===== src/rtl/efx_pkg.sv =====
package efx_pkg;

	localparam logic [7:0] FLAG_BYTE  = 8'h7E;
	localparam logic [7:0] ESC_BYTE   = 8'h7D;
	localparam logic [7:0] ESC_XOR    = 8'h20;
	localparam logic [7:0] SUM_INVERT = 8'hFF;

	localparam int FIFO_DEPTH = 4;
	localparam int FIFO_AW    = 2;
	localparam int FIFO_CW    = 3;

	typedef struct packed {
		logic       open;
		logic       data_vld;
		logic [7:0] data;
		logic       close;
		logic [7:0] csum;
	} cmd_t;

	function automatic logic needs_esc(input logic [7:0] b);
		return (b == FLAG_BYTE) || (b == ESC_BYTE);
	endfunction

endpackage


===== src/rtl/efx_front.sv =====
module efx_front
	import efx_pkg::*;
(
	input  logic       clk,
	input  logic       arst_n,
	input  logic       push,
	input  logic       full,
	input  logic [7:0] data_byte,
	input  logic       last_byte,
	input  logic       empty_frame,
	output logic       cmd_push,
	output cmd_t       cmd
);

	logic       in_frame_q;
	logic [7:0] sum_q;
	logic [7:0] base_sum;
	logic [7:0] new_sum;
	logic       in_frame_d;
	logic [7:0] sum_d;

	always_comb begin
		base_sum     = in_frame_q ? sum_q : 8'h00;
		new_sum      = base_sum + data_byte;
		cmd.open     = !in_frame_q;
		cmd.data     = data_byte;
		if (empty_frame) begin
			cmd.data_vld = 1'b0;
			cmd.close    = 1'b1;
			cmd.csum     = base_sum ^ SUM_INVERT;
			in_frame_d   = 1'b0;
			sum_d        = 8'h00;
		end else begin
			cmd.data_vld = 1'b1;
			cmd.close    = last_byte;
			cmd.csum     = new_sum ^ SUM_INVERT;
			in_frame_d   = !last_byte;
			sum_d        = last_byte ? 8'h00 : new_sum;
		end
	end

	assign cmd_push = push && !full;

	always_ff @(posedge clk or negedge arst_n) begin
		if (!arst_n) begin
			in_frame_q <= 1'b0;
			sum_q      <= 8'h00;
		end else if (cmd_push) begin
			in_frame_q <= in_frame_d;
			sum_q      <= sum_d;
		end
	end

	a_sum_clear: assert property (@(posedge clk) disable iff (!arst_n)
		!in_frame_q |-> sum_q == 8'h00)
		else $error("Running sum is not zero while no frame is open.");

endmodule


===== src/rtl/efx_cmd_fifo.sv =====
module efx_cmd_fifo
	import efx_pkg::*;
(
	input  logic clk,
	input  logic arst_n,
	input  logic wr_en,
	input  cmd_t wr_cmd,
	output logic full,
	input  logic rd_en,
	output logic rd_vld,
	output cmd_t rd_cmd
);

	cmd_t                 mem_q [FIFO_DEPTH];
	logic [FIFO_AW-1:0]   wr_ptr_q;
	logic [FIFO_AW-1:0]   rd_ptr_q;
	logic [FIFO_CW-1:0]   count_q;

	assign full   = count_q == FIFO_CW'(FIFO_DEPTH);
	assign rd_vld = count_q != '0;
	assign rd_cmd = mem_q[rd_ptr_q];

	always_ff @(posedge clk) begin
		if (wr_en) begin
			mem_q[wr_ptr_q] <= wr_cmd;
		end
	end

	always_ff @(posedge clk or negedge arst_n) begin
		if (!arst_n) begin
			wr_ptr_q <= '0;
			rd_ptr_q <= '0;
			count_q  <= '0;
		end else begin
			if (wr_en) begin
				wr_ptr_q <= wr_ptr_q + FIFO_AW'(1);
			end
			if (rd_en) begin
				rd_ptr_q <= rd_ptr_q + FIFO_AW'(1);
			end
			if (wr_en && !rd_en) begin
				count_q <= count_q + FIFO_CW'(1);
			end else if (rd_en && !wr_en) begin
				count_q <= count_q - FIFO_CW'(1);
			end
		end
	end

	a_count_range: assert property (@(posedge clk) disable iff (!arst_n)
		count_q <= FIFO_CW'(FIFO_DEPTH))
		else $error("Command queue count exceeds its depth.");

	a_no_read_empty: assert property (@(posedge clk) disable iff (!arst_n)
		rd_en |-> rd_vld)
		else $error("Command queue read while empty.");

endmodule


===== src/rtl/efx_back.sv =====
module efx_back
	import efx_pkg::*;
(
	input  logic       clk,
	input  logic       arst_n,
	input  logic       head_vld,
	input  cmd_t       head_cmd,
	output logic       head_pop,
	input  logic       pop,
	output logic       empty,
	output logic [7:0] line_byte,
	output logic       run_last,
	output logic       frame_done
);

	localparam int M_OPEN = 0;
	localparam int M_DESC = 1;
	localparam int M_DATA = 2;
	localparam int M_CESC = 3;
	localparam int M_CSUM = 4;
	localparam int M_FLAG = 5;
	localparam int MASK_W = 6;

	logic [MASK_W-1:0] mask_q;
	logic [MASK_W-1:0] head_mask;
	logic [MASK_W-1:0] cur_mask;
	logic [MASK_W-1:0] pick;
	logic [MASK_W-1:0] rest;
	cmd_t              cmd_q;
	cmd_t              cur_cmd;
	logic              from_head;
	logic              slot_free;
	logic              advance;
	logic              out_vld_q;
	logic [7:0]        byte_d;
	logic              done_d;
	logic [7:0]        line_byte_q;
	logic              run_last_q;
	logic              frame_done_q;

	always_comb begin
		head_mask         = '0;
		head_mask[M_OPEN] = head_cmd.open;
		head_mask[M_DESC] = head_cmd.data_vld && needs_esc(head_cmd.data);
		head_mask[M_DATA] = head_cmd.data_vld;
		head_mask[M_CESC] = head_cmd.close && needs_esc(head_cmd.csum);
		head_mask[M_CSUM] = head_cmd.close;
		head_mask[M_FLAG] = head_cmd.close;

		from_head = (mask_q == '0) && head_vld;
		cur_cmd   = from_head ? head_cmd : cmd_q;
		cur_mask  = from_head ? head_mask : mask_q;
		slot_free = !out_vld_q || pop;
		advance   = slot_free && (cur_mask != '0);
		pick      = cur_mask & (~cur_mask + MASK_W'(1));
		rest      = cur_mask & ~pick;

		done_d = 1'b0;
		priority if (pick[M_OPEN]) begin
			byte_d = FLAG_BYTE;
		end else if (pick[M_DESC]) begin
			byte_d = ESC_BYTE;
		end else if (pick[M_DATA]) begin
			byte_d = needs_esc(cur_cmd.data) ? (cur_cmd.data ^ ESC_XOR) : cur_cmd.data;
		end else if (pick[M_CESC]) begin
			byte_d = ESC_BYTE;
		end else if (pick[M_CSUM]) begin
			byte_d = needs_esc(cur_cmd.csum) ? (cur_cmd.csum ^ ESC_XOR) : cur_cmd.csum;
		end else begin
			byte_d = FLAG_BYTE;
			done_d = 1'b1;
		end
	end

	assign head_pop   = advance && from_head;
	assign empty      = !out_vld_q;
	assign line_byte  = line_byte_q;
	assign run_last   = run_last_q;
	assign frame_done = frame_done_q;

	always_ff @(posedge clk or negedge arst_n) begin
		if (!arst_n) begin
			mask_q    <= '0;
			out_vld_q <= 1'b0;
		end else begin
			if (advance) begin
				mask_q <= rest;
			end
			if (slot_free) begin
				out_vld_q <= advance;
			end
		end
	end

	always_ff @(posedge clk) begin
		if (advance) begin
			cmd_q        <= cur_cmd;
			line_byte_q  <= byte_d;
			run_last_q   <= rest == '0;
			frame_done_q <= done_d;
		end
	end

	a_done_is_last: assert property (@(posedge clk) disable iff (!arst_n)
		out_vld_q && frame_done_q |-> run_last_q)
		else $error("Closing flag beat is not the last beat of its item.");

	a_desc_has_data: assert property (@(posedge clk) disable iff (!arst_n)
		mask_q[M_DESC] |-> mask_q[M_DATA])
		else $error("Pending escape without its payload byte.");

	a_cesc_has_csum: assert property (@(posedge clk) disable iff (!arst_n)
		mask_q[M_CESC] |-> mask_q[M_CSUM] && mask_q[M_FLAG])
		else $error("Pending checksum escape without checksum and flag.");

endmodule


===== src/rtl/escaped_frame_transmitter.sv =====
// Channel   Handshake      Beat fields
// input     push / full    data_byte, last_byte, empty_frame
// output    pop / empty    line_byte, run_last, frame_done
//
// Each input beat yields one to six output beats, one per cycle unless pop stalls.
// A plain payload byte takes one output beat, an escaped one two; a four-entry command
// queue lets input run ahead of the line while the output register waits for pop.
// Reset clears the frame state, the queue and the output valid flag; no startup pass.
// full rises only when the command queue holds four items.
module escaped_frame_transmitter
	import efx_pkg::*;
(
	input  logic       clk,
	input  logic       arst_n,
	input  logic       push,
	output logic       full,
	input  logic [7:0] data_byte,
	input  logic       last_byte,
	input  logic       empty_frame,
	output logic       empty,
	input  logic       pop,
	output logic [7:0] line_byte,
	output logic       run_last,
	output logic       frame_done
);

	cmd_t front_cmd;
	cmd_t head_cmd;
	logic cmd_push;
	logic head_vld;
	logic head_pop;

	efx_front u_front (
		.clk         (clk),
		.arst_n      (arst_n),
		.push        (push),
		.full        (full),
		.data_byte   (data_byte),
		.last_byte   (last_byte),
		.empty_frame (empty_frame),
		.cmd_push    (cmd_push),
		.cmd         (front_cmd)
	);

	efx_cmd_fifo u_fifo (
		.clk    (clk),
		.arst_n (arst_n),
		.wr_en  (cmd_push),
		.wr_cmd (front_cmd),
		.full   (full),
		.rd_en  (head_pop),
		.rd_vld (head_vld),
		.rd_cmd (head_cmd)
	);

	efx_back u_back (
		.clk        (clk),
		.arst_n     (arst_n),
		.head_vld   (head_vld),
		.head_cmd   (head_cmd),
		.head_pop   (head_pop),
		.pop        (pop),
		.empty      (empty),
		.line_byte  (line_byte),
		.run_last   (run_last),
		.frame_done (frame_done)
	);

endmodule


===== config.mk =====
export PLATFORM = sky130hd
export DESIGN_NAME = escaped_frame_transmitter
export DESIGN_NICKNAME = d
export VERILOG_FILES = /design/src/rtl/efx_pkg.sv /design/src/rtl/efx_front.sv /design/src/rtl/efx_cmd_fifo.sv /design/src/rtl/efx_back.sv /design/src/rtl/escaped_frame_transmitter.sv
export SDC_FILE = /design/constraint.sdc
export NUM_CORES = 1
export LEC_CHECK = 0
export ABC_AREA = 1
export ABC_CLOCK_PERIOD_IN_PS = 4200
export BUFFER_PORTS_ARGS = -buffer_cell sky130_fd_sc_hd__buf_2
export CORE_ASPECT_RATIO = 0.7
export CORE_UTILIZATION = 35
export CTS_CLUSTER_SIZE = 16
export DETAILED_ROUTE_END_ITERATION = 8
export GPL_TIMING_DRIVEN = 0
export SLEW_MARGIN = 20
export SYNTH_ARGS = -nofsm -noshare
export SYNTH_HDL_FRONTEND = slang
export SYNTH_SLANG_ARGS = --single-unit

===== constraint.sdc =====
create_clock -name clk -period 4.2 [get_ports clk]
set_input_delay 0.42 -clock clk [delete_from_list [all_inputs] [get_ports clk]]
set_output_delay 0.42 -clock clk [all_outputs]
set_load 0.02 [all_outputs]

==> metrics.json, run 1 <==
{
  "synth_seq_cells": {"value": 124},
  "power.density": {"value": 832.2, "unit": "nW/um2"},
  "drt-pass1-iter-count": {"value": 5},
  "dpl.cell_count": {"value": 859},
  "maxcap_violations": {"value": 0},
  "number_of_antenna_violations_at_the_first_check_in_global_routing": {"value": 0},
  "rsz_0062_raised_after_global_routing": {"value": "false"},
  "p_sw_share": {"value": 40.42, "unit": "%"},
  "clockPowerShare": {"value": 23.9, "unit": "%"},
  "power.sequential.fraction": {"value": 34.2, "unit": "%"},
  "worst_ir_drop_vdd": {"value": 362.0, "unit": "uV"},
  "tightestPinTransition": {"value": 1063, "unit": "ps"},
  "cp_slowest_cell": {"value": "sky130_fd_sc_hd__dfrtp_1"},
  "cts_buffer_depth": {"value": 2},
  "fin_hold_ws": {"value": -4.475, "unit": "ps"},
  "route.detailed.drc": {"value": 0},
  "synth_most_common_cell": {"value": "sky130_fd_sc_hd__nand2_1"},
  "finalWeightedCongestion": {"value": 0.8910},
  "synth_commonest_cells": {"value": "sky130_fd_sc_hd__nand2_1 (213), sky130_fd_sc_hd__edfxtp_1 (102), sky130_fd_sc_hd__inv_1 (70), sky130_fd_sc_hd__nand3_1 (49), sky130_fd_sc_hd__nor2_1 (29)"},
  "worst_setup_start_kind": {"value": "flip-flop"},
  "drt_wl_total": {"value": 13600, "unit": "um"},
  "dpl-instance-area": {"value": 6414, "unit": "um2"},
  "min_period": {"value": 2871, "unit": "ps"},
  "grtUsageTotal": {"value": 17.00, "unit": "%"},
  "slowest_delay": {"value": 490, "unit": "ps"},
  "avgSynthCellArea": {"value": 9.812, "unit": "um2"},
  "report.final.hold_viol_count": {"value": 15},
  "setup.worst_path.class": {"value": "flip-flop to flip-flop"},
  "number_of_synthesized_flops_with_an_enable_pin": {"value": 102},
  "worst-path-max-fanout": {"value": 10},
  "dieWidth": {"value": 158.2, "unit": "um"},
  "drt_iter0_markers": {"value": 282},
  "max_clock_freq": {"value": 0.3483, "unit": "GHz"},
  "post-route-cell-area": {"value": 6973, "unit": "um2"},
  "ant_diodes": {"value": 0},
  "total_nets_final": {"value": 681},
  "floorplan.io_pins": {"value": 26},
  "area.growth.synth_to_final": {"value": 16.69, "unit": "%"},
  "rows": {"value": 39},
  "critPathCaptureType": {"value": "flip-flop"},
  "grt_first_pass_wirelength": {"value": 22200, "unit": "um"},
  "status": {"value": "complete, but fails checks"},
  "critical_path_arrival": {"value": 3160, "unit": "ps"},
  "clk_transition_reported_paths": {"value": 60, "unit": "ps"},
  "dp.final_hpwl": {"value": 9837, "unit": "um"},
  "cts_tree": {"value": "yes"},
  "crit_start": {"value": "u_fifo.rd_ptr_q[1]"},
  "post-route-period-util": {"value": 68.36, "unit": "%"},
  "post_cts_buffers": {"value": 0},
  "dieArea": {"value": 17610, "unit": "um2"},
  "pwr-share-comb": {"value": 42.0, "unit": "%"},
  "drive_above_1_share": {"value": 14.86, "unit": "%"},
  "numClockSinks": {"value": 124},
  "finalPower": {"value": 5803, "unit": "uW"},
  "postSynth.topFlopCell": {"value": "sky130_fd_sc_hd__edfxtp_1"},
  "worstSkewPairLatency": {"value": 410, "unit": "ps"},
  "slew_violations": {"value": 0},
  "total_switching_power": {"value": 2345, "unit": "uW"},
  "cellLeakagePower": {"value": 0.003050, "unit": "uW"},
  "synth_sequential_area_ratio": {"value": 60.47, "unit": "%"},
  "internal_power_contribution": {"value": 3457, "unit": "uW"},
  "synth_async_sr_flop_share": {"value": 17.74, "unit": "%"},
  "port_buffers": {"value": 24},
  "synth_fp_nets": {"value": 637},
  "routed_length_per_instance": {"value": 15.27, "unit": "um"},
  "min_path_type": {"value": "input pin to async pin"},
  "route.vias.total": {"value": 4226},
  "fin_cells": {"value": 891},
  "cts-htree-levels": {"value": 4},
  "synth_top_cells_by_area": {"value": "sky130_fd_sc_hd__edfxtp_1 (51%), sky130_fd_sc_hd__nand2_1 (13%), sky130_fd_sc_hd__dfrtp_1 (9.2%)"},
  "cts_buffers": {"value": 17},
  "critical_path.cell_chain": {"value": "inv_2, buf_2, nand3_1, nand2_1, o211ai_1, nor2_2, nand3b_4, nand3_2, ha_1, inv_1, fa_1, a21oi_1, o21ai_0, xor2_1"},
  "grt_start_max_net_pins": {"value": 27},
  "cts_root_buf": {"value": "sky130_fd_sc_hd__clkbuf_16"},
  "avgViaCountPerCell": {"value": 4.743},
  "failed_checks": {"value": "hold timing"},
  "grt_overflow_total": {"value": 0},
  "r2r_cells": {"value": 14},
  "synthDominantCellAreaShare": {"value": 51.26, "unit": "%"},
  "postCtsHoldBufs": {"value": 0},
  "finalSetupTns": {"value": 0, "unit": "ps"},
  "cts-resized-gates": {"value": 0},
  "via_count_of_the_first_global_routing_pass": {"value": 4248},
  "crit-reg2reg-launch": {"value": "u_fifo.rd_ptr_q[1]"},
  "die_height": {"value": 111.3, "unit": "um"},
  "syn_inst": {"value": 609},
  "ys_types": {"value": 40},
  "core": {"value": 16490, "unit": "um2"},
  "synth_largest_area_cell": {"value": "sky130_fd_sc_hd__edfxtp_1"},
  "required": {"value": 4490, "unit": "ps"},
  "initial_core_util": {"value": 36.23, "unit": "%"},
  "setup-violations-final": {"value": 0},
  "slew_headroom": {"value": 29.04, "unit": "%"},
  "synth_area": {"value": 5976, "unit": "um2"},
  "clock-skew-final": {"value": 9.545, "unit": "ps"},
  "final_antenna_net_count": {"value": 0},
  "yosysWarnings": {"value": 0}
}
[worst max-delay path, delay by kind of cell (launching register included)]
kind | cells | cell delay, ps
adder cells (fa/ha/maj) | 2 | 520
AND/OR/NAND/NOR | 5 | 740
XOR/XNOR | 1 | 150
buffers and inverters | 3 | 440
flip-flops | 1 | 490
AO/OA/AOI/OAI | 3 | 410
[registers in the layout, summed over array words and instances (netlist names), 2 cells and up]
register / cells
u_fifo.mem_q: 76
u_back.cmd_q: 16
u_back.line_byte: 8
u_front.sum_q: 8
u_back.mask_q: 5
u_fifo.count_q: 3
u_fifo.rd_ptr_q: 2
u_fifo.wr_ptr_q: 2
[power by group through the flow]
stage          registers (uW)  clock network [uW]  logic [uW]
5_1_grt                  2020                1450        2760
3_3_place_gp             2000                   0        2340
6_report                 1980                1380        2440
2_1_floorplan            2030                   0        1700
3_5_place_dp             2010                   0        2430
4_1_cts                  1980                1400        2450
[through the flow]
| stage | setup slack, ps | utilization [%] |
|---|---|---|
| 3_5_place_dp | 1351 | 38.89 |
| 3_3_place_gp | 777.8 | 38.67 |
| 6_report | 1329 | 42.28 |
| 2_1_floorplan | 1763 | - |
| 5_1_grt | 1111 | 42.28 |
| 4_1_cts | 1341 | 42.28 |
[cell type report]
type	count	area (um2)
buffer	18	128.9
clock buffer	19	432.9
clock inverter	13	126.4
fill	1594	9520
inverter	76	290.3
multi-input combinational	391	1968
sequential	124	3613
tap	225	281.5
timing repair buffer	25	131.4
[final timing paths]
path / end / slack [ps]
setup / recovery: u_fifo.count_q[2] / 1330
hold / removal: u_front.sum_q[5] / -4
setup reg to reg: u_fifo.count_q[2] / 1330
hold reg to reg: u_front.sum_q[6] / 490
max in group asynchronous: u_front.sum_q[7] / 3820
min in group clk: u_fifo.mem_q[3][9] / 250
[layer usage]
layer	wire [um]	vias up	track usage, %
met5	0	-	0
met4	223	0	5.513
met3	669	20	4.535
met2	5850	97	24.27
met1	6858	2019	24.88
li1	-	2090	-
[cell families after synthesis]
group,synth area share (%)
and+or+nand+nor,22.63
DFF,60.47
buffers and inverters,7.014
AOI/OAI and AO/OA,5.193
adders and majority gates,3.183
xor gates and xnor gates,1.319
muxes,0.1884
[cells in the final DEF (no fill, tap or decap), types with 5 or more instances in the layout]
master | Yosys | final
sky130_fd_sc_hd__clkinvlp_4 | 0 | 5
sky130_fd_sc_hd__o21ai_0 | 20 | 20
sky130_fd_sc_hd__nand3_1 | 49 | 49
sky130_fd_sc_hd__nor2_4 | 3 | 6
sky130_fd_sc_hd__buf_2 | 7 | 31
sky130_fd_sc_hd__ha_1 | 12 | 12
sky130_fd_sc_hd__clkinv_2 | 0 | 5
sky130_fd_sc_hd__edfxtp_1 | 102 | 102
sky130_fd_sc_hd__dfrtp_1 | 22 | 22
sky130_fd_sc_hd__o21ai_1 | 10 | 10
sky130_fd_sc_hd__nor2_2 | 4 | 5
sky130_fd_sc_hd__buf_6 | 6 | 7
sky130_fd_sc_hd__xor2_1 | 5 | 5
sky130_fd_sc_hd__a21oi_1 | 9 | 9
sky130_fd_sc_hd__nand2_1 | 213 | 213
sky130_fd_sc_hd__clkbuf_1 | 3 | 5
sky130_fd_sc_hd__clkbuf_16 | 0 | 17
sky130_fd_sc_hd__nor2_1 | 29 | 25
sky130_fd_sc_hd__inv_1 | 70 | 70
Note: power is estimated with default switching activity, not from simulation.
==> run 2, diff against run 1 <==
- ABC_CLOCK_PERIOD_IN_PS: 4200 -> 3000
- clock period: 4.2 -> 3 ns (I/O delays scaled with it)
==> run 2 against run 1 <==
Compared with the run above: the run now ends clean; clock skew fell by 0.89 ps; combinational power grew 41%; sequential power up 40%; routed wire length rose by 0.12%; global-route usage is the same; largest cell class unchanged; largest power group unchanged; highest routed layer unchanged.
==> metrics.json, run 2 (synthesized netlist as in run 1, its figures left out) <==
{
  "total_nets_final": {"value": 682, "change": "+0.15%"},
  "rows": {"value": 39, "change": "unchanged"},
  "ant_diodes": {"value": 0, "change": "unchanged"},
  "critical_path.cell_chain": {"value": "clkbuf_4, o21ai_0, o22ai_1, nand2_2, nand3b_4, nand2_4, inv_1"},
  "dieArea": {"value": 17610, "unit": "um2", "change": "unchanged"},
  "clk_transition_reported_paths": {"value": 50, "unit": "ps", "change": "about the same"},
  "report.final.hold_viol_count": {"value": 0, "change": "-15"},
  "min_period": {"value": 2801, "unit": "ps", "change": "-69.76 ps"},
  "floorplan.io_pins": {"value": 26, "change": "unchanged"},
  "worstSkewPairLatency": {"value": 410, "unit": "ps", "change": "about the same"},
  "status": {"value": "finished clean"},
  "maxcap_violations": {"value": 0, "change": "unchanged"},
  "clock-skew-final": {"value": 8.652, "unit": "ps", "change": "-0.8927 ps"},
  "route.vias.total": {"value": 4246, "change": "+0.47%"},
  "max_clock_freq": {"value": 0.3570, "unit": "GHz", "change": "+2.5%"},
  "grtUsageTotal": {"value": 17.00, "unit": "%", "change": "unchanged"},
  "area.sequential": {"value": 3613, "unit": "um2", "change": "unchanged"},
  "clockPowerShare": {"value": 23.8, "unit": "%", "change": "about the same"},
  "cellLeakagePower": {"value": 0.003057, "unit": "uW", "change": "+0.22%"},
  "finalSetupTns": {"value": 0, "unit": "ps", "change": "unchanged"},
  "initial_core_util": {"value": 36.23, "unit": "%", "change": "unchanged"},
  "hp-start": {"value": "data_byte[0]"},
  "crit-reg2reg-launch": {"value": "u_fifo.rd_ptr_q[1]"},
  "slew_headroom": {"value": 29.37, "unit": "%", "change": "+0.32 points"},
  "worst-path-max-fanout": {"value": 26, "change": "+16"},
  "critical_path_arrival": {"value": 2830, "unit": "ps", "change": "-330 ps"},
  "mostFrequentLayoutCell": {"value": "sky130_fd_sc_hd__nand2_1"},
  "p_sw_share": {"value": 40.40, "unit": "%", "change": "about the same"},
  "port_buffers": {"value": 24, "change": "unchanged"},
  "die_height": {"value": 111.3, "unit": "um", "change": "unchanged"},
  "total_switching_power": {"value": 3289, "unit": "uW", "change": "+40%"},
  "post-route-period-util": {"value": 93.37, "unit": "%", "change": "+25 points"},
  "fin_cells": {"value": 892, "change": "+0.11%"},
  "cts_buffers": {"value": 17, "change": "unchanged"},
  "fin_util": {"value": 42.40, "unit": "%", "change": "+0.12 points"},
  "finalWeightedCongestion": {"value": 0.8910, "change": "unchanged"},
  "rsz_0062_raised_after_global_routing": {"value": "false"},
  "finalPower": {"value": 8141, "unit": "uW", "change": "+40%"},
  "pwr-share-comb": {"value": 42.1, "unit": "%", "change": "about the same"},
  "final_cell_mix": {"value": "sky130_fd_sc_hd__nand2_1 (212), sky130_fd_sc_hd__edfxtp_1 (102), sky130_fd_sc_hd__inv_1 (70)"},
  "internal_power_contribution": {"value": 4852, "unit": "uW", "change": "+40%"},
  "cts_root_buf": {"value": "sky130_fd_sc_hd__clkbuf_16"},
  "cts_buffer_depth": {"value": 2, "change": "unchanged"},
  "worst_ir_drop_vdd": {"value": 507.1, "unit": "uV", "change": "+40%"},
  "crit_start": {"value": "u_fifo.rd_ptr_q[1]"},
  "cts-htree-levels": {"value": 4, "change": "unchanged"},
  "min_path_type": {"value": "input pin to flip-flop"},
  "dieWidth": {"value": 158.2, "unit": "um", "change": "unchanged"},
  "avgViaCountPerCell": {"value": 4.760, "change": "+0.36%"},
  "cp_slowest_cell": {"value": "sky130_fd_sc_hd__inv_1"},
  "grt_start_max_net_pins": {"value": 27, "change": "unchanged"},
  "slew_violations": {"value": 0, "change": "unchanged"},
  "registers.top_by_ff_count": {"value": "u_fifo.mem_q"},
  "routed_length_per_instance": {"value": 15.27, "unit": "um", "change": "about the same"},
  "grt_overflow_total": {"value": 0, "change": "unchanged"},
  "worst_setup_start_kind": {"value": "flip-flop"},
  "via_count_of_the_first_global_routing_pass": {"value": 4248, "change": "unchanged"},
  "cp.buffers_inverters": {"value": 2, "change": "-1"},
  "power.sequential.fraction": {"value": 34.1, "unit": "%", "change": "about the same"},
  "required": {"value": 3030, "unit": "ps", "change": "-1460 ps"},
  "largest_reg_flops": {"value": 76, "change": "unchanged"},
  "route.detailed.drc": {"value": 0, "change": "unchanged"},
  "crit_family": {"value": "buffers and inverters"},
  "post_cts_buffers": {"value": 0, "change": "unchanged"},
  "multi_input_comb_area": {"value": 1971, "unit": "um2", "change": "+0.13%"},
  "drt-pass1-iter-count": {"value": 5, "change": "unchanged"},
  "layout_top_registers": {"value": "u_fifo.mem_q: 76 flops, u_back.cmd_q: 16 flops"},
  "area.growth.synth_to_final": {"value": 17.02, "unit": "%"},
  "cts_tree": {"value": "yes"},
  "dp.final_hpwl": {"value": 9837, "unit": "um", "change": "unchanged"},
  "grt_first_pass_wirelength": {"value": 22200, "unit": "um", "change": "unchanged"},
  "core": {"value": 16490, "unit": "um2", "change": "unchanged"},
  "tightestPinTransition": {"value": 1058, "unit": "ps", "change": "-4.866 ps"},
  "slowest_delay": {"value": 780, "unit": "ps", "change": "+290 ps"},
  "number_of_antenna_violations_at_the_first_check_in_global_routing": {"value": 0, "change": "unchanged"},
  "drt_wl_total": {"value": 13620, "unit": "um", "change": "+0.12%"},
  "numClockSinks": {"value": 124, "change": "unchanged"},
  "drive_above_1_share": {"value": 14.99, "unit": "%", "change": "+0.13 points"},
  "final_antenna_net_count": {"value": 0, "change": "unchanged"},
  "critPathCaptureType": {"value": "flip-flop"},
  "drt_iter0_markers": {"value": 316, "change": "+12%"},
  "setup-violations-final": {"value": 0, "change": "unchanged"},
  "dpl.cell_count": {"value": 859, "change": "unchanged"},
  "setup.worst_path.class": {"value": "flip-flop to flip-flop"},
  "power.density": {"value": 1164, "unit": "nW/um2", "change": "+40%"},
  "n_fill_cell": {"value": 1591, "change": "-0.19%"}
}
run 2: power groups by stage:
stage | sequential (uW) | clock [uW] | combinational (uW)
2_1_floorplan | 2840 | 0 | 2380
3_3_place_gp | 2800 | 0 | 3280
3_5_place_dp | 2810 | 0 | 3400
4_1_cts | 2780 | 1960 | 3430
5_1_grt | 2830 | 2030 | 3870
6_report | 2780 | 1940 | 3430
run 2: repair_timing:
action | in CTS | in global routing
setup endpoints to repair | 0 | 1
hold endpoints to repair | 22 | 0
hold buffers | 1 | 0
gates resized for setup | 0 | 4
run 2: worst paths after layout:
path	slack, ps	cells past startpoint	to
worst max register to register	200	7	u_back.cmd_q[3]
min in group asynchronous	410	2	u_front.sum_q[5]
max in group asynchronous	2210	2	u_front.sum_q[7]
worst min register to register	490	2	u_front.sum_q[6]
worst max-delay path	200	7	u_back.cmd_q[3]
worst min-delay path	130	1	u_fifo.mem_q[3][9]
run 2: per-layer routing:
layer | track usage (%) | share of wire [%]
met5 | 0 | 0
met4 | 5.513 | 1.7
met3 | 4.535 | 4.7
met2 | 24.27 | 43
met1 | 24.88 | 51
run 2: layout make-up:
class	count	share of cell area, %
repair buffers	26	2.022
clock inverters	13	1.807
clock buffers	19	6.191
flip-flops and latches	124	51.67
multi-input cells	391	28.18
well taps	225	4.026
plain buffers	18	1.950
inverters	76	4.151
run 2: per-stage QoR:
| step | area (um2) | setup WS, ps | hold WS (ps) |
|---|---|---|---|
| 2_1_floorplan | 5976 | 562.7 | 4.409 |
| 3_3_place_gp | 6377 | -392.6 | 312.2 |
| 3_5_place_dp | 6414 | 150.7 | 323.0 |
| 4_1_cts | 6983 | 141.2 | 116.0 |
| 5_1_grt | 6993 | 2.804 | 126.8 |
| 6_report | 6993 | 198.8 | 131.2 |
==> run 3, diff against run 2 <==
- ABC_AREA: 1 -> default
- CTS_CLUSTER_DIAMETER: default -> 60
==> run 3 against run 2 <==
Compared with the run above: the flow now finishes with violations (setup timing); register-to-register slack worse by 390 ps; count of clock-buffer cells in the layout did not move; combinational power shrank 2%.
==> metrics.json, run 3 <==
{
  "status": {"value": "complete, but fails checks"},
  "failed_checks": {"value": "setup timing"},
  "registers.top_by_ff_count": {"value": "u_fifo.mem_q"},
  "total_nets_final": {"value": 483, "change": "-29%"},
  "rows": {"value": 38, "change": "-2.6%"},
  "synthDominantCellAreaShare": {"value": 54.32, "unit": "%", "change": "+3.1 points"},
  "critical_path_arrival": {"value": 3490, "unit": "ps", "change": "+660 ps"},
  "cp_slowest_cell": {"value": "sky130_fd_sc_hd__mux4_2"},
  "drt_wl_total": {"value": 12850, "unit": "um", "change": "-5.7%"},
  "required": {"value": 3300, "unit": "ps", "change": "+270 ps"},
  "core": {"value": 15600, "unit": "um2", "change": "-5.4%"},
  "syn_inst": {"value": 382, "change": "-37%"},
  "yosysWarnings": {"value": 0, "change": "unchanged"},
  "port_buffers": {"value": 24, "change": "unchanged"},
  "synth_most_common_cell": {"value": "sky130_fd_sc_hd__edfxtp_1"},
  "cellLeakagePower": {"value": 0.002670, "unit": "uW", "change": "-13%"},
  "number_of_synthesized_flops_with_an_enable_pin": {"value": 102, "change": "unchanged"},
  "post-route-period-util": {"value": 106.5, "unit": "%", "change": "+13 points"},
  "rsz_0062_raised_after_global_routing": {"value": "true"},
  "tightestPinTransition": {"value": 1059, "unit": "ps", "change": "+0.3887 ps"},
  "layout_top_registers": {"value": "u_fifo.mem_q: 76 flops, u_back.cmd_q: 16 flops"},
  "synth_area": {"value": 5639, "unit": "um2", "change": "-5.6%"},
  "number_of_antenna_violations_at_the_first_check_in_global_routing": {"value": 0, "change": "unchanged"},
  "synth_sequential_area_ratio": {"value": 64.08, "unit": "%", "change": "+3.6 points"},
  "layout_setup_ws": {"value": -194.0, "unit": "ps", "change": "-392.8 ps"},
  "final_cell_mix": {"value": "sky130_fd_sc_hd__edfxtp_1 (102), sky130_fd_sc_hd__nand2_1 (56), sky130_fd_sc_hd__buf_4 (26)"},
  "grt_start_max_net_pins": {"value": 29, "change": "+7.4%"},
  "crit-reg2reg-capture": {"value": "u_fifo.count_q[1]"},
  "p_sw_share": {"value": 35.06, "unit": "%", "change": "-5.3 points"},
  "avgViaCountPerCell": {"value": 5.175, "change": "+8.7%"},
  "initial_core_util": {"value": 36.16, "unit": "%", "change": "-0.071 points"},
  "crit_family": {"value": "multiplexers"},
  "hold_path_depth": {"value": 1, "change": "unchanged"},
  "pwr-share-comb": {"value": 40.4, "unit": "%", "change": "-1.7 points"},
  "final_antenna_net_count": {"value": 0, "change": "unchanged"},
  "min_path_type": {"value": "input pin to flip-flop"},
  "postSynth.topFlopCell": {"value": "sky130_fd_sc_hd__edfxtp_1"},
  "mostFrequentLayoutCell": {"value": "sky130_fd_sc_hd__edfxtp_1"},
  "worstSkewPairLatency": {"value": 420, "unit": "ps", "change": "about the same"},
  "max_clock_freq": {"value": 0.3131, "unit": "GHz", "change": "-12%"},
  "cts_buffers": {"value": 17, "change": "unchanged"},
  "grt_first_pass_wirelength": {"value": 19990, "unit": "um", "change": "-9.9%"},
  "routed_length_per_instance": {"value": 19.23, "unit": "um", "change": "+26%"},
  "post-route-cell-area": {"value": 6975, "unit": "um2", "change": "-0.25%"},
  "r2r_cells": {"value": 11, "change": "+4"},
  "clk_transition_reported_paths": {"value": 60, "unit": "ps", "change": "about the same"},
  "slew_headroom": {"value": 29.42, "unit": "%", "change": "+0.052 points"},
  "drive_above_1_share": {"value": 27.78, "unit": "%", "change": "+13 points"},
  "slew_violations": {"value": 0, "change": "unchanged"},
  "ant_diodes": {"value": 0, "change": "unchanged"},
  "die_height": {"value": 108.2, "unit": "um", "change": "-2.8%"},
  "power.sequential.fraction": {"value": 33.5, "unit": "%", "change": "-0.6 points"},
  "hp-start": {"value": "data_byte[3]"},
  "worst_ir_drop_vdd": {"value": 447.3, "unit": "uV", "change": "-12%"},
  "dpl-instance-area": {"value": 6035, "unit": "um2", "change": "-5.9%"},
  "critPathCaptureType": {"value": "flip-flop"},
  "drt-pass1-iter-count": {"value": 5, "change": "unchanged"},
  "avgSynthCellArea": {"value": 14.76, "unit": "um2", "change": "+50%"},
  "ys_types": {"value": 60, "change": "+50%"},
  "synth_top_cells_by_area": {"value": "sky130_fd_sc_hd__edfxtp_1 (54%), sky130_fd_sc_hd__dfrtp_1 (9.8%), sky130_fd_sc_hd__mux4_1 (7.5%)"},
  "maxcap_violations": {"value": 0, "change": "unchanged"},
  "route.detailed.drc": {"value": 0, "change": "unchanged"},
  "crit-reg2reg-launch": {"value": "u_fifo.rd_ptr_q[0]"},
  "holdPathEnd": {"value": "u_fifo.mem_q[3][12]"},
  "report.final.hold_viol_count": {"value": 0, "change": "unchanged"},
  "power.density": {"value": 1192, "unit": "nW/um2", "change": "+2.4%"},
  "cts_tree": {"value": "yes"},
  "synth_seq_cells": {"value": 124, "change": "unchanged"},
  "clockPowerShare": {"value": 26.1, "unit": "%", "change": "+2.3 points"},
  "setup-violations-final": {"value": 2, "change": "+2"},
  "finalPower": {"value": 8316, "unit": "uW", "change": "+2.2%"},
  "route.vias.total": {"value": 3457, "change": "-19%"},
  "setup.worst_path.class": {"value": "flip-flop to flip-flop"},
  "cts-htree-levels": {"value": 4, "change": "unchanged"},
  "synth_commonest_cells": {"value": "sky130_fd_sc_hd__edfxtp_1 (102), sky130_fd_sc_hd__nand2_1 (56), sky130_fd_sc_hd__dfrtp_1 (22), sky130_fd_sc_hd__nor2_1 (19), sky130_fd_sc_hd__mux4_1 (16)"},
  "drt_iter0_markers": {"value": 233, "change": "-26%"},
  "timing.critical_path.depth": {"value": 11, "change": "+4"},
  "numClockSinks": {"value": 124, "change": "unchanged"},
  "cts_root_buf": {"value": "sky130_fd_sc_hd__clkbuf_16"},
  "dieArea": {"value": 16630, "unit": "um2", "change": "-5.5%"},
  "min_period": {"value": 3194, "unit": "ps", "change": "+392.8 ps"},
  "finalWeightedCongestion": {"value": 0.8669, "change": "-2.7%"},
  "worst_setup_start_kind": {"value": "flip-flop"},
  "regToRegSetupSlack": {"value": -190, "unit": "ps", "change": "-390 ps"},
  "cp.buffers_inverters": {"value": 3, "change": "+1"},
  "via_count_of_the_first_global_routing_pass": {"value": 3528, "change": "-17%"},
  "grtUsageTotal": {"value": 16.65, "unit": "%", "change": "-0.35 points"},
  "floorplan.io_pins": {"value": 26, "change": "unchanged"},
  "cts_buffer_depth": {"value": 2, "change": "unchanged"},
  "area.growth.synth_to_final": {"value": 23.70, "unit": "%"},
  "worst-path-max-fanout": {"value": 5, "change": "-81%"},
  "clock-skew-final": {"value": 11.88, "unit": "ps", "change": "+3.229 ps"},
  "post-place-ws": {"value": -518.2, "unit": "ps", "change": "-668.9 ps"},
  "synth_fp_nets": {"value": 410, "change": "-36%"},
  "synth_async_sr_flop_share": {"value": 17.74, "unit": "%", "change": "unchanged"},
  "largest_reg_flops": {"value": 76, "change": "unchanged"},
  "total_switching_power": {"value": 2916, "unit": "uW", "change": "-11%"},
  "internal_power_contribution": {"value": 5401, "unit": "uW", "change": "+11%"},
  "synth_largest_area_cell": {"value": "sky130_fd_sc_hd__edfxtp_1"},
  "slowest_delay": {"value": 540, "unit": "ps", "change": "-240 ps"},
  "dieWidth": {"value": 153.7, "unit": "um", "change": "-2.8%"},
  "dp.final_hpwl": {"value": 8178, "unit": "um", "change": "-17%"},
  "critical_path.cell_chain": {"value": "buf_6, buf_16, mux4_2, xnor2_2, or4_4, nand4_4, o21ai_4, ha_4, inv_2, fa_2, mux2_4"},
  "grt_overflow_total": {"value": 0, "change": "unchanged"}
}
-- run 3: per-stage QoR --
step / TNS, ps / hold slack (ps) / util (%) / std cells
after global routing: -513.8 / 122.3 / 44.73 / 668
after CTS: -5325 / 114.9 / 44.06 / 659
after detailed placement: -9940 / 342.1 / 38.70 / 606
after global placement: -7892 / 329.0 / 38.70 / 606
after floorplan: -100.1 / 4.409 / - / 382
final: -294.6 / 122.9 / 44.73 / 668
-- run 3: power groups by stage --
stage	Combinational, uW	Clock, uW	Sequential [uW]
2_1_floorplan	1890	0	2830
5_1_grt	3640	2270	2840
6_report	3360	2170	2790
3_3_place_gp	2670	0	2780
4_1_cts	3180	2200	2790
3_5_place_dp	2740	0	2810
-- run 3: repair_timing --
action / CTS / global route
endpoints found under the setup margin: 35 / 36
pin swaps: 6 / 5
hold endpoints to repair: 22 / 0
hold buffers: 1 / 0
resized for setup: 29 / 10
gates cloned: 1 / 1
setup buffers: 19 / 7
-- run 3: routing by layer --
layer,GRT usage (%),vias up,share of wire (%)
li1,-,1617,-
met1,22.78,1727,48
met2,25.39,98,45
met3,3.768,15,5.1
met4,7.643,0,1.4
met5,0,-,0
-- run 3: cell families (layout without fill, tap and decap cells) --
logic type	Yosys count	after routing	share of synthesized area, %
buf+inv	23	108	1.863
flops	124	124	64.08
mux	27	27	10.14
compound gates	53	54	6.701
fa+ha+maj	14	14	3.372
xor+xnor	17	17	2.640
simple gates	124	124	11.20
-- run 3: worst register-to-register path: cells and delay by family (launching register included) --
kind,cells,cell delay (ps)
AOI/OAI and AO/OA,1,90
xor gates and xnor gates,1,170
adders and majority gates,2,600
buffers and inverters,3,310
DFF,1,430
muxes,2,810
and+or+nand+nor,2,680
-- run 3: worst max path at each step --
| stage | to | slack, ps | from |
|---|---|---|---|
| after floorplan | u_fifo.count_q[1] | -50 | u_fifo.rd_ptr_q[0] |
| after global placement | u_fifo.count_q[2] | -420 | u_fifo.rd_ptr_q[0] |
| after detailed placement | u_fifo.count_q[2] | -520 | u_fifo.rd_ptr_q[0] |
| after CTS | u_fifo.count_q[1] | -190 | u_fifo.rd_ptr_q[0] |
| after global routing | u_fifo.count_q[1] | -270 | u_fifo.rd_ptr_q[0] |
| final | u_fifo.count_q[1] | -190 | u_fifo.rd_ptr_q[0] |
-- run 3: area by class of cell --
type                       instances  area, um2
clock inverter                    13      191.4
multi-input combinational        236       1972
tap                              200      250.2
inverter                          13      48.80
buffer                             9      73.82
timing repair buffer              54      390.4
fill                            1405       8620
clock buffer                      19      432.9
sequential                       124       3616
